`src/rtl/dsrt_pkg.sv`:
```
package dsrt_pkg;

   // buffer size default and fixed field widths
   localparam int BUFFER_BYTES_DEFAULT = 16384;
   localparam int SEQ_W                = 31;
   localparam int FLEN_W               = 16;
   localparam int AVAIL_W              = 11;
   localparam int MSG_W                = 15;
   localparam int SKIP_W               = 16;
   localparam int SUM_W                = 17;
   localparam int CSR_INDEX_W          = 2;
   localparam int CSR_DATA_W           = 16;
   localparam int QUEUE_DEPTH          = 2;

   // verdict codes
   localparam logic [2:0] VERDICT_DELIVER      = 3'd0;
   localparam logic [2:0] VERDICT_BAD_CHECKSUM = 3'd1;
   localparam logic [2:0] VERDICT_STALE        = 3'd2;
   localparam logic [2:0] VERDICT_GAP          = 3'd3;
   localparam logic [2:0] VERDICT_ILLEGAL_LEN  = 3'd4;
   localparam logic [2:0] VERDICT_HELD         = 3'd5;
   localparam logic [2:0] VERDICT_OVERSIZE     = 3'd6;

   // register indexes
   localparam logic [CSR_INDEX_W-1:0] CSR_CHECKSUM_ENABLE = 2'd0;
   localparam logic [CSR_INDEX_W-1:0] CSR_FRAGMENT_SIZE   = 2'd1;
   localparam logic [CSR_INDEX_W-1:0] CSR_MAX_MESSAGE     = 2'd2;

   // register reset values
   localparam logic              CHECKSUM_ENABLE_RESET = 1'b1;
   localparam logic [FLEN_W-1:0] FRAGMENT_SIZE_RESET   = 16'd1300;
   localparam logic [MSG_W-1:0]  MAX_MESSAGE_RESET     = 15'd16384;

   localparam logic [SKIP_W-1:0] SKIP_MAX = 16'hFFFF;

   // classified request as held in the queue
   typedef struct packed {
      logic [SEQ_W-1:0]  seq;
      logic              frag;
      logic              csum_fail;
      logic [31:0]       frag_start;
      logic [FLEN_W-1:0] frag_length;
      logic              len_over_avail;
   } dsrt_item_type;

   typedef struct packed {
      logic          valid;
      dsrt_item_type item;
   } dsrt_head_type;

   typedef struct packed {
      logic              full;
      logic              empty;
   } dsrt_qstat_type;

   typedef struct packed {
      logic [FLEN_W-1:0] full_frag_len;
      logic [MSG_W-1:0]  max_message_size;
   } dsrt_cfg_type;

endpackage

```
`src/rtl/dsrt_front.sv`:
```
module dsrt_front (
   input  logic [31:0]                    req_header_word,
   input  logic                           req_checksum_ok,
   input  logic signed [31:0]             req_frag_start,
   input  logic [dsrt_pkg::FLEN_W-1:0]    req_frag_length,
   input  logic [dsrt_pkg::AVAIL_W-1:0]   req_bytes_available,
   input  logic                           checksum_check_enable,
   output dsrt_pkg::dsrt_item_type        item
);

   // state-free checks are settled here, ahead of the queue
   always_comb begin
      item.seq            = req_header_word[30:0];
      item.frag           = req_header_word[31];
      item.csum_fail      = checksum_check_enable && !req_checksum_ok;
      item.frag_start     = req_frag_start;
      item.frag_length    = req_frag_length;
      item.len_over_avail =
         req_frag_length > dsrt_pkg::FLEN_W'(req_bytes_available);
   end

endmodule

```
`src/rtl/dsrt_queue.sv`:
```
module dsrt_queue #(
   parameter int DEPTH = dsrt_pkg::QUEUE_DEPTH
) (
   input  logic                    clock,
   input  logic                    reset,
   input  logic                    push,
   input  dsrt_pkg::dsrt_item_type item_in,
   input  logic                    pop,
   output dsrt_pkg::dsrt_head_type head,
   output dsrt_pkg::dsrt_qstat_type status
);

   localparam int PTR_W = (DEPTH > 1) ? $clog2(DEPTH) : 1;
   localparam int CNT_W = $clog2(DEPTH + 1);
   localparam logic [PTR_W-1:0] LAST_PTR = PTR_W'(DEPTH - 1);
   localparam logic [CNT_W-1:0] FULL_CNT = CNT_W'(DEPTH);

   dsrt_pkg::dsrt_item_type entry_ff [DEPTH];
   logic [PTR_W-1:0] wr_ptr_ff, wr_ptr_in;
   logic [PTR_W-1:0] rd_ptr_ff, rd_ptr_in;
   logic [CNT_W-1:0] count_ff, count_in;

   always_comb begin
      wr_ptr_in = wr_ptr_ff;
      rd_ptr_in = rd_ptr_ff;
      count_in  = count_ff;
      if (push) begin
         wr_ptr_in = (wr_ptr_ff == LAST_PTR) ? '0 : wr_ptr_ff + 1'b1;
      end
      if (pop) begin
         rd_ptr_in = (rd_ptr_ff == LAST_PTR) ? '0 : rd_ptr_ff + 1'b1;
      end
      if (push && !pop) begin
         count_in = count_ff + 1'b1;
      end else if (pop && !push) begin
         count_in = count_ff - 1'b1;
      end
   end

   always_ff @(posedge clock) begin
      if (reset) begin
         wr_ptr_ff <= '0;
         rd_ptr_ff <= '0;
         count_ff  <= '0;
      end else begin
         wr_ptr_ff <= wr_ptr_in;
         rd_ptr_ff <= rd_ptr_in;
         count_ff  <= count_in;
      end
   end

   always_ff @(posedge clock) begin
      if (push) begin
         entry_ff[wr_ptr_ff] <= item_in;
      end
   end

   assign head.valid   = count_ff != '0;
   assign head.item    = entry_ff[rd_ptr_ff];
   assign status.full  = count_ff == FULL_CNT;
   assign status.empty = count_ff == '0;

endmodule

```
`src/rtl/dsrt_back.sv`:
```
module dsrt_back #(
   parameter int BUFFER_BYTES = dsrt_pkg::BUFFER_BYTES_DEFAULT
) (
   input  logic                          clock,
   input  logic                          reset,
   input  dsrt_pkg::dsrt_cfg_type        cfg,
   input  dsrt_pkg::dsrt_head_type       head,
   output logic                          pop,
   output logic                          rsp_valid,
   input  logic                          rsp_ready,
   output logic [2:0]                    rsp_verdict,
   output logic [dsrt_pkg::SEQ_W-1:0]    rsp_packet_sequence,
   output logic [dsrt_pkg::MSG_W-1:0]    rsp_store_offset,
   output logic [dsrt_pkg::MSG_W-1:0]    rsp_message_length,
   output logic [dsrt_pkg::SKIP_W-1:0]   rsp_dropped_count
);

   localparam int LEN_W = $clog2(BUFFER_BYTES + 1);
   localparam logic [dsrt_pkg::SUM_W-1:0] BUF_LIMIT = dsrt_pkg::SUM_W'(BUFFER_BYTES);

   logic [dsrt_pkg::SEQ_W-1:0]  last_seq_ff, last_seq_in;
   logic [dsrt_pkg::SEQ_W-1:0]  frag_seq_ff, frag_seq_in;
   logic [LEN_W-1:0]            asm_len_ff, asm_len_in;
   logic [dsrt_pkg::SKIP_W-1:0] skipped_ff, skipped_in;
   logic                        rsp_valid_ff, rsp_valid_in;
   logic [2:0]                  verdict_ff, verdict_in;
   logic [dsrt_pkg::SEQ_W-1:0]  seq_ff;
   logic [dsrt_pkg::MSG_W-1:0]  offset_ff, offset_in;
   logic [dsrt_pkg::MSG_W-1:0]  msglen_ff, msglen_in;

   dsrt_pkg::dsrt_item_type     it;
   logic                        take;
   logic [dsrt_pkg::SEQ_W-1:0]  gap;
   logic [LEN_W-1:0]            base_len;
   logic [dsrt_pkg::SUM_W-1:0]  base_ext;
   logic [dsrt_pkg::SUM_W-1:0]  sum;

   assign it   = head.item;
   assign take = head.valid && (!rsp_valid_ff || rsp_ready);
   assign pop  = take;

   always_comb begin
      last_seq_in  = last_seq_ff;
      frag_seq_in  = frag_seq_ff;
      asm_len_in   = asm_len_ff;
      skipped_in   = skipped_ff;
      verdict_in   = dsrt_pkg::VERDICT_DELIVER;
      offset_in    = '0;
      msglen_in    = '0;
      rsp_valid_in = rsp_valid_ff && !rsp_ready;

      gap      = it.seq - last_seq_ff - 1'b1;
      base_len = (it.seq != frag_seq_ff) ? '0 : asm_len_ff;
      base_ext = dsrt_pkg::SUM_W'(base_len);
      sum      = base_ext + dsrt_pkg::SUM_W'(it.frag_length);

      if (it.csum_fail) begin
         verdict_in = dsrt_pkg::VERDICT_BAD_CHECKSUM;
      end else if (it.seq <= last_seq_ff) begin
         verdict_in = dsrt_pkg::VERDICT_STALE;
      end else begin
         skipped_in = (|gap[30:16]) ? dsrt_pkg::SKIP_MAX : gap[15:0];
         if (!it.frag) begin
            last_seq_in = it.seq;
         end else begin
            // a new fragment sequence restarts the message
            frag_seq_in = it.seq;
            asm_len_in  = base_len;
            offset_in   = base_ext[dsrt_pkg::MSG_W-1:0];
            if (it.frag_start != 32'(base_len)) begin
               verdict_in = dsrt_pkg::VERDICT_GAP;
            end else if (it.len_over_avail || sum > BUF_LIMIT) begin
               verdict_in = dsrt_pkg::VERDICT_ILLEGAL_LEN;
            end else begin
               asm_len_in = LEN_W'(sum);
               if (it.frag_length == cfg.full_frag_len) begin
                  verdict_in = dsrt_pkg::VERDICT_HELD;
               end else if (sum > dsrt_pkg::SUM_W'(cfg.max_message_size)) begin
                  verdict_in = dsrt_pkg::VERDICT_OVERSIZE;
               end else begin
                  msglen_in   = sum[dsrt_pkg::MSG_W-1:0];
                  asm_len_in  = '0;
                  last_seq_in = it.seq;
               end
            end
         end
      end
      if (take) begin
         rsp_valid_in = 1'b1;
      end
   end

   always_ff @(posedge clock) begin
      if (reset) begin
         last_seq_ff  <= '0;
         frag_seq_ff  <= '0;
         asm_len_ff   <= '0;
         skipped_ff   <= '0;
         rsp_valid_ff <= 1'b0;
      end else begin
         rsp_valid_ff <= rsp_valid_in;
         if (take) begin
            last_seq_ff <= last_seq_in;
            frag_seq_ff <= frag_seq_in;
            asm_len_ff  <= asm_len_in;
            skipped_ff  <= skipped_in;
         end
      end
   end

   always_ff @(posedge clock) begin
      if (take) begin
         verdict_ff <= verdict_in;
         seq_ff     <= it.seq;
         offset_ff  <= offset_in;
         msglen_ff  <= msglen_in;
      end
   end

   assign rsp_valid           = rsp_valid_ff;
   assign rsp_verdict         = verdict_ff;
   assign rsp_packet_sequence = seq_ff;
   assign rsp_store_offset    = offset_ff;
   assign rsp_message_length  = msglen_ff;
   assign rsp_dropped_count   = skipped_ff;

endmodule

```
`src/rtl/datagram_sequence_reassembly_tracker_core.sv`:
```
// sequenced datagram fragment tracker
//
// req_* carries one parsed packet header per request (valid/ready). the
// front stage settles the checks that need no state and writes the request
// into a two-entry queue; the back stage takes one request a cycle from the
// queue while the result register is free or being read, runs the sequence
// and fragment checks against its state and loads the result register that
// drives rsp_* (valid/ready). a request is registered in the queue entry and
// then in the result register before it shows on rsp_*. throughput: one
// request per cycle, limited by the state update in the back stage.
// when rsp_ready is low the result register holds, the back stage stops
// draining and req_ready falls only once both queue entries are taken.
// csr_* writes go straight into the configuration registers, one per
// cycle, and are meant to happen while the block is idle.
// reset clears the sequence state, the dropped count, the queue and the
// result valid flag, and sets the configuration registers to their defaults
module datagram_sequence_reassembly_tracker_core #(
   parameter int BUFFER_BYTES = dsrt_pkg::BUFFER_BYTES_DEFAULT
) (
   input  logic                               clock,
   input  logic                               reset,
   // request channel
   input  logic                               req_valid,
   output logic                               req_ready,
   input  logic [31:0]                        req_header_word,
   input  logic                               req_checksum_ok,
   input  logic signed [31:0]                 req_frag_start,
   input  logic [dsrt_pkg::FLEN_W-1:0]        req_frag_length,
   input  logic [dsrt_pkg::AVAIL_W-1:0]       req_bytes_available,
   // result channel
   output logic                               rsp_valid,
   input  logic                               rsp_ready,
   output logic [2:0]                         rsp_verdict,
   output logic [dsrt_pkg::SEQ_W-1:0]         rsp_packet_sequence,
   output logic [dsrt_pkg::MSG_W-1:0]         rsp_store_offset,
   output logic [dsrt_pkg::MSG_W-1:0]         rsp_message_length,
   output logic [dsrt_pkg::SKIP_W-1:0]        rsp_dropped_count,
   // configuration write port
   input  logic                               csr_write_enable,
   input  logic [dsrt_pkg::CSR_INDEX_W-1:0]   csr_index,
   input  logic [dsrt_pkg::CSR_DATA_W-1:0]    csr_data
);

   // configuration registers
   logic                          csum_en_ff;
   logic [dsrt_pkg::FLEN_W-1:0]   frag_size_ff;
   logic [dsrt_pkg::MSG_W-1:0]    max_msg_ff;

   dsrt_pkg::dsrt_item_type   front_item;
   dsrt_pkg::dsrt_head_type   q_head;
   dsrt_pkg::dsrt_qstat_type  q_status;
   dsrt_pkg::dsrt_cfg_type    back_cfg;
   logic                      q_push;
   logic                      q_pop;

   always_ff @(posedge clock) begin
      if (reset) begin
         csum_en_ff   <= dsrt_pkg::CHECKSUM_ENABLE_RESET;
         frag_size_ff <= dsrt_pkg::FRAGMENT_SIZE_RESET;
         max_msg_ff   <= dsrt_pkg::MAX_MESSAGE_RESET;
      end else if (csr_write_enable) begin
         // out-of-range indexes are dropped
         unique case (csr_index)
            dsrt_pkg::CSR_CHECKSUM_ENABLE: csum_en_ff   <= csr_data[0];
            dsrt_pkg::CSR_FRAGMENT_SIZE:   frag_size_ff <= csr_data;
            dsrt_pkg::CSR_MAX_MESSAGE:     max_msg_ff   <= csr_data[dsrt_pkg::MSG_W-1:0];
            default: ;
         endcase
      end
   end

   assign back_cfg.full_frag_len    = frag_size_ff;
   assign back_cfg.max_message_size = max_msg_ff;

   // front: stateless classification
   dsrt_front u_front (
      .req_header_word       (req_header_word),
      .req_checksum_ok       (req_checksum_ok),
      .req_frag_start        (req_frag_start),
      .req_frag_length       (req_frag_length),
      .req_bytes_available   (req_bytes_available),
      .checksum_check_enable (csum_en_ff),
      .item                  (front_item)
   );

   // ready follows queue space only, so a stalled result never blocks intake
   // until the queue has filled
   assign req_ready = !q_status.full;
   assign q_push    = req_valid && req_ready;

   dsrt_queue #(
      .DEPTH (dsrt_pkg::QUEUE_DEPTH)
   ) u_queue (
      .clock   (clock),
      .reset   (reset),
      .push    (q_push),
      .item_in (front_item),
      .pop     (q_pop),
      .head    (q_head),
      .status  (q_status)
   );

   // back: stateful checks and the result register
   dsrt_back #(
      .BUFFER_BYTES (BUFFER_BYTES)
   ) u_back (
      .clock               (clock),
      .reset               (reset),
      .cfg                 (back_cfg),
      .head                (q_head),
      .pop                 (q_pop),
      .rsp_valid           (rsp_valid),
      .rsp_ready           (rsp_ready),
      .rsp_verdict         (rsp_verdict),
      .rsp_packet_sequence (rsp_packet_sequence),
      .rsp_store_offset    (rsp_store_offset),
      .rsp_message_length  (rsp_message_length),
      .rsp_dropped_count   (rsp_dropped_count)
   );

   // nothing comes out in the cycle after reset
   a_quiet_after_reset: assert property (@(posedge clock)
      (!reset && $past(reset)) |-> !rsp_valid)
      else $error("result valid straight after reset");

   // a message length is only reported on delivery
   a_msglen_on_deliver: assert property (@(posedge clock) disable iff (reset)
      (rsp_valid && rsp_message_length != '0) |-> rsp_verdict == dsrt_pkg::VERDICT_DELIVER)
      else $error("message length on a non-delivery verdict");

   // rejected before the fragment logic: no offset and no length
   a_early_reject_clean: assert property (@(posedge clock) disable iff (reset)
      (rsp_valid && (rsp_verdict == dsrt_pkg::VERDICT_BAD_CHECKSUM ||
                     rsp_verdict == dsrt_pkg::VERDICT_STALE))
      |-> (rsp_store_offset == '0 && rsp_message_length == '0))
      else $error("offset or length on an early rejection");

   // the back stage never pulls from an empty queue
   a_no_pop_empty: assert property (@(posedge clock) disable iff (reset)
      q_pop |-> !q_status.empty)
      else $error("pop from an empty queue");

endmodule

```
`config.mk`:
```
export PLATFORM = sky130hd
export DESIGN_NAME = datagram_sequence_reassembly_tracker_core
export DESIGN_NICKNAME = d
export VERILOG_FILES = /design/src/rtl/dsrt_pkg.sv /design/src/rtl/dsrt_front.sv /design/src/rtl/dsrt_queue.sv /design/src/rtl/dsrt_back.sv /design/src/rtl/datagram_sequence_reassembly_tracker_core.sv
export SDC_FILE = /design/constraint.sdc
export NUM_CORES = 1
export LEC_CHECK = 0
export ABC_CLOCK_PERIOD_IN_PS = 11500
export BUFFER_PORTS_ARGS = -buffer_cell sky130_fd_sc_hd__buf_2
export CORE_MARGIN = 2
export CORE_UTILIZATION = 55
export DETAILED_ROUTE_END_ITERATION = 10
export GPL_TIMING_DRIVEN = 1
export PLACE_DENSITY = 0.75
export SYNTH_ARGS = -nofsm -noshare
export SYNTH_HDL_FRONTEND = slang
export SYNTH_HIERARCHICAL = 1
export SYNTH_SLANG_ARGS = --single-unit
```
`constraint.sdc`:
```
create_clock -name clock -period 11.5 [get_ports clock]
set_input_delay 2.3 -clock clock [delete_from_list [all_inputs] [get_ports clock]]
set_output_delay 2.3 -clock clock [all_outputs]
set_load 0.1 [all_outputs]
```
Word-level counts from Yosys, hierarchy flattened
Memory sizes are Yosys's and may differ from the RTL's. A register that Yosys moved wholly into a read port is not among the register bits.
Cells that the tools add are included.
- bits in registers: 194
- bits in latches: 0
- RAM bits: 164
- memory bits (read-only): 0
- input bits: 115
- output and inout bits: 82
- word-level logic and storage cells: 94
- memories: 1
- $add $sub $neg: 7
- multipliers: 0
- div/mod/pow operators: 0
- $lt $le $gt $ge: 4
- equal/unequal tests: 10
- shift operators: 0
- mux-type cells: 26
- bitwise operators: 3
- reduce and logical (&&, ||, !) cells: 27
- memory list (memory ; words ; bits a word ; read ports ; clocked after memory_dff ; write ports ; line ; source):
    u_queue.entry_ff ; 2 ; 82 ; 1 ; 1 ; 1 ; dsrt_queue.sv:18 ; dsrt_pkg::dsrt_item_type entry_ff [DEPTH];
- operators by type and width (kind ; number):
    two-way mux 31 bit ; 5
    two-way mux 15 bit ; 5
    != test 32 x 15 -> 1 bit ; 1
    <= comparator 31 bit ; 1
    != test 31 bit ; 1
    subtractor 31 x 1 -> 31 bit, second input constant ; 1
    subtractor 31 bit ; 1
    adder 15 x 16 -> 17 bit ; 1
    greater-than comparator 17 x 15 -> 1 bit ; 1
    greater-than comparator 17 x 15 -> 1 bit, second input constant ; 1
    equality test 16 bit ; 1
    greater-than comparator 16 x 11 -> 1 bit ; 1
    two-way mux 16 bit ; 1
    OR reduction 15 bit ; 1
    two-way mux 2 bit ; 5
    two-way mux 3 bit ; 3
    != test 2 bit, second input constant ; 4
    two-way mux 1 bit ; 7
    AND reduction 7 bit ; 1
    OR reduction 7 bit ; 1
    logical AND 1 bit ; 6
    zero test 1 bit ; 6
    AND reduction 2 bit ; 3
    equality test 2 bit, second input constant ; 2
    other kinds (12) ; 17

Depth between registers and ports, before layout
- word-level depth: 10
- mapped depth: 29
- depth with buffers taken out: 23

By module
The synthesis kept the hierarchy.
- modules (own cells, without submodules) (module ; times used ; cells each ; area an instance (µm²) ; seq. area each (µm²)):
    dsrt_back ; 1 ; 1165 ; 10321.1 ; 3803.6
    dsrt_queue ; 1 ; 278 ; 6159.7 ; 5024.8
    datagram_sequence_reassembly_tracker_core ; 1 ; 133 ; 1362.6 ; 640.6
    dsrt_front ; 1 ; 123 ; 902.1 ; 0.0

Least setup slack after synthesis
No wires, ideal clock.
- kind: reg2reg
- from: reg with a tool-made name
- to: reg u_back.msglen_ff (netlist bit u_back/rsp_message_length[8]) (data pin)
- library setup time: 136 ps
- arrival: 6744 ps
- required time: 11364 ps
- setup slack: 4621 ps
- stages on the path, launching flop included: 28
- clock period less this slack: 6879 ps
- path through: dfxtp_1 -> buf_4 -> buf_6 -> mux2_2 -> xnor2_1 -> nand4_1 -> nor4_4 -> clkbuf_1 -> and3_1 -> ha_1 -> clkbuf_1 -> a21oi_1 -> o211ai_1 -> a21oi_2 -> o21ai_0 -> xnor2_1 -> inv_1 -> ha_1 -> nand2_1 -> or4b_2 -> a222oi_1 -> nand2_1 -> nor4b_1 -> nand2_1 -> or4_4 -> buf_6 -> buf_8 -> nor2_2
- RTL lines (item ; line ; source):
    to (signal assigned) ; dsrt_back.sv:116 ; msglen_ff <= msglen_in;
    to (decl) ; dsrt_back.sv:29 ; logic [dsrt_pkg::MSG_W-1:0] msglen_ff, msglen_in;

==> PnR_summary.wiki <==
{| class="wikitable"
! Metric !! Value
|-
| Status || complete, no violations
|-
| Largest net degree at the start of global routing || 95
|-
| Highest Clock Rate || 116 MHz
|-
| Number of vias per cell || 5.75
|-
| Crit-path cells || mux2_2 > xnor2_1 > nand3_1 > nor4_4 > nand2_1 > nor2_1 > ha_1 > o211ai_1 > o211ai_1 > a21oi_2 > o21ai_0 > xnor2_1 > inv_1 > ha_1 > nand2_1 > or4b_2 > a222oi_1 > nand2_1 > nor4b_1 > nand3_1 > o2bb2ai_4 > buf_4 > mux2i_1
|-
| Wire length of the first global-routing pass || 69700 um
|-
| Total internal power || ~3000 uW
|-
| Top Ports || a little under 200
|-
| Total die area || around 36000 sq um
|-
| Total global routing overflow || 0
|-
| Number of buffers inserted during clock tree synthesis || 39
|-
| Comb pwr share || about 47%
|-
| Static power due to leakage || between 0.007 and 0.008 uW
|-
| Max Root-Sink Buffers || 3
|-
| Initial antenna violation count || 0
|-
| Switch share || around 46%
|-
| Routed via count || around 13000
|-
| Setup_tns || 0 ns
|-
| Placer Congestion || ~0.96
|-
| # setup viols final || 0
|-
| Clock insertion delay at the later pin of the skew report || about 0.53 ns
|-
| Final hold slack || roughly 0.47 ns
|-
| CTS Root Buffer Type || sky130_fd_sc_hd__clkbuf_16
|-
| Starting density of the core || 55.9%
|-
| # port buffers || 196
|-
| DRC marker count from the first detailed-route iteration || approximately 860
|-
| Yosys synthesis warning count || 6
|-
| Transition time at the pin with the least slew margin || approximately 1.3 ns
|-
| Area of the multi-input gates || roughly 8000 sq um
|-
| Final hold vios || 0
|-
| Reg2Reg Setup Slack || about 2.9 ns
|-
| Post-CTS Hold Fix Bufs || 0
|-
| DIE HEIGHT || between 150 and 200 um
|-
| Number of max-slew violations in the final report || 0
|-
| Data arrival at the endpoint of the critical path || slightly above 9 ns
|-
| Flop pwr share || around a third
|-
| Total routing usage reported by global routing || approximately a quarter
|-
| Maximum ir drop on the vdd rail || around 0.25 mV
|-
| Switching power || between 2000 and 3000 uW
|-
| Number of sinks on the clock net || around 360
|-
| Post-Syn Area || roughly 19000 sq um
|-
| Max Cap Violations || 0
|-
| Area added between synthesis and finish || 10.4%
|-
| Number of inserted filler cells in the final layout || ~2800
|-
| Post CTS Setup Buffer Count || 0
|-
| Reg-to-Reg End || u_back/last_seq_ff[13]
|-
| Register clock-pin slew on the reported worst setup and hold paths || 0.06 ns
|-
| Vias in the first global route || around 13000
|-
| CTS tree || yes
|-
| Hold Path Depth || 2
|-
| Antenna violation net count after detailed routing || 0
|-
| Fraction of final layout cells with drive strength greater than 1 || between 20% and 30%
|-
| R2r worst-path depth || 23
|-
| Fraction of power consumed by the clock network || about a fifth
|-
| Gate count of the mapped netlist || between 1500 and 2000
|-
| Post-synth net total || about 1900
|-
| Start point of the worst min-delay path || u_back/frag_seq_ff[5]
|-
| Class of the tightest hold or removal check || reg2reg
|-
| Final setup skew || between 0.02 and 0.025 ns
|-
| Wire per inst || roughly 20 um
|-
| Critical path type || reg2reg
|-
| Kind of start point of the critical path || flip-flop
|-
| H-tree levels || 2
|-
| # rows || 67
|-
| Crit share post-route || 74.9%
|-
| Max transition margin || between 10% and 20%
|-
| Peak per-stage delay on the critical path || a little over 0.9 ns
|-
| Number of detailed-routing iterations run before antenna repair || 5
|-
| CP max FO || 36
|-
| Required @ worst endpoint || around 12 ns
|-
| DRC violation count after routing || 0
|-
| Cell area power density || around 270 nW/um^2
|-
| Area of the placeable core || roughly 34000 sq um
|-
| Mean post-synth cell area || around 11 sq um
|-
| Drt total wl || around 46000 um
|-
| Detailed placement HPWL || 33400 um
|-
| Die boundary width || about 190 um
|-
| End of the worst hold path || u_back/frag_seq_ff[5]
|-
| Unrepaired setup endpoints after global routing || no
|-
| Number of gates resized after CTS || 0
|-
| Flip-flop and latch area || 9470 sq um
|-
| Category of the worst setup path capture point || flip-flop
|-
| Post-layout net count || 1990
|-
| Most frequent CP cell || sky130_fd_sc_hd__nand2_1
|-
| Crit-path slowest cell || sky130_fd_sc_hd__nor4_4
|-
| Number of antenna cells inserted || 0
|-
| Post-layout min period || roughly 8.6 ns
|}
critical path, delay by kind of cell, from the launching register on:
family,cells,cell delay [ns]
AND/OR/NAND/NOR,9,3.55
AO/OA/AOI/OAI,6,1.88
multiplexers,2,0.71
flip-flops,1,0.69
adder cells (fa/ha/maj),2,0.61
XOR/XNOR,2,0.55
buffers and inverters,2,0.54
sequential cells by signal (all words and copies together) (netlist names), named ones only:
name                        flops
u_back/last_seq_ff             31
u_back/asm_len_ff              15
u_back/rsp_message_length      15
u_queue/entry_ff              164
u_back/frag_seq_ff             31
u_back/rsp_valid                1
u_back/rsp_packet_sequence     31
u_queue/count_ff                2
u_back/rsp_verdict              3
u_back/rsp_store_offset        15
u_queue/wr_ptr_ff               1
max_msg_ff                     15
u_back/rsp_dropped_count       16
u_queue/rd_ptr_ff               1
csum_en_ff                      1
frag_size_ff                   16
power by group through the flow:
stage	combinational (uW)	sequential (uW)	clock [uW]
6_report	2630	1800	1180
5_1_grt	2780	1830	1250
4_1_cts	2610	1810	1200
3_5_place_dp	2600	1830	0
3_3_place_gp	2580	1830	0
2_1_floorplan	1200	2680	0
how the worst max path moves through the flow:
| stage | slack, ns | endpoint | from | depth (start not counted) |
|---|---|---|---|---|
| floorplan | 4.62 | u_back/rsp_message_length[8] | flip-flop | 27 |
| global placement | 3.02 | u_back/last_seq_ff[29] | flip-flop | 23 |
| detailed placement | 2.98 | u_back/last_seq_ff[13] | flip-flop | 23 |
| CTS | 2.92 | u_back/last_seq_ff[13] | flip-flop | 23 |
| global route | 2.27 | u_back/last_seq_ff[13] | flip-flop | 23 |
| finish | 2.88 | u_back/last_seq_ff[13] | flip-flop | 23 |
metrics by stage:
step,worst slack [ns],power (uW),std cells,instance area [sq um],utilization (%)
finish,2.88,5610,2279,20700,61.7
global route,2.27,5850,2279,20700,61.7
CTS,2.92,5620,2278,20700,61.7
detailed placement,2.98,4440,2206,19500,58.1
global placement,3.02,4410,2206,19500,58.1
floorplan,4.62,3880,1698,18700,-
cells in the final DEF (no fill, tap or decap), types with 9 or more instances in the layout:
cell type                   instances
sky130_fd_sc_hd__a21o_1            24
sky130_fd_sc_hd__a21oi_1          110
sky130_fd_sc_hd__a22o_1            15
sky130_fd_sc_hd__a31oi_1           12
sky130_fd_sc_hd__and2_1            18
sky130_fd_sc_hd__and3_1            21
sky130_fd_sc_hd__buf_2            195
sky130_fd_sc_hd__buf_4             20
sky130_fd_sc_hd__clkbuf_1          10
sky130_fd_sc_hd__clkbuf_16         39
sky130_fd_sc_hd__dfxtp_1          130
sky130_fd_sc_hd__edfxtp_1         228
sky130_fd_sc_hd__ha_1              73
sky130_fd_sc_hd__inv_1             85
sky130_fd_sc_hd__mux2_2            87
sky130_fd_sc_hd__mux2i_1           69
sky130_fd_sc_hd__nand2_1           93
sky130_fd_sc_hd__nand2b_1         112
sky130_fd_sc_hd__nand3_1           50
sky130_fd_sc_hd__nand4_1           25
sky130_fd_sc_hd__nor2_1            72
sky130_fd_sc_hd__nor2_2            10
sky130_fd_sc_hd__nor3_1            16
sky130_fd_sc_hd__nor4_1             9
sky130_fd_sc_hd__o211ai_1          13
sky130_fd_sc_hd__o21ai_0           35
sky130_fd_sc_hd__o21bai_1          21
sky130_fd_sc_hd__xnor2_1           70
sky130_fd_sc_hd__xor2_1            16
metal layers:
metal  vias to the layer above  wire [um]  track usage [%]
met3                       102       2190             2.87
met5                         -          0                0
met2                       438      22900             44.3
li1                       6235          -                -
met1                      6320      18800             31.7
met4                         0       1730             9.92
layout make-up:
class / count / area share (%)
well taps: 448 / 2.71
inverters: 86 / 1.56
multi-input cells: 1099 / 38.7
clock inverters: 22 / 0.835
repair buffers: 215 / 5.44
flip-flops and latches: 359 / 45.8
clock buffers: 50 / 4.97
Power figures use the tool's default switching activity.
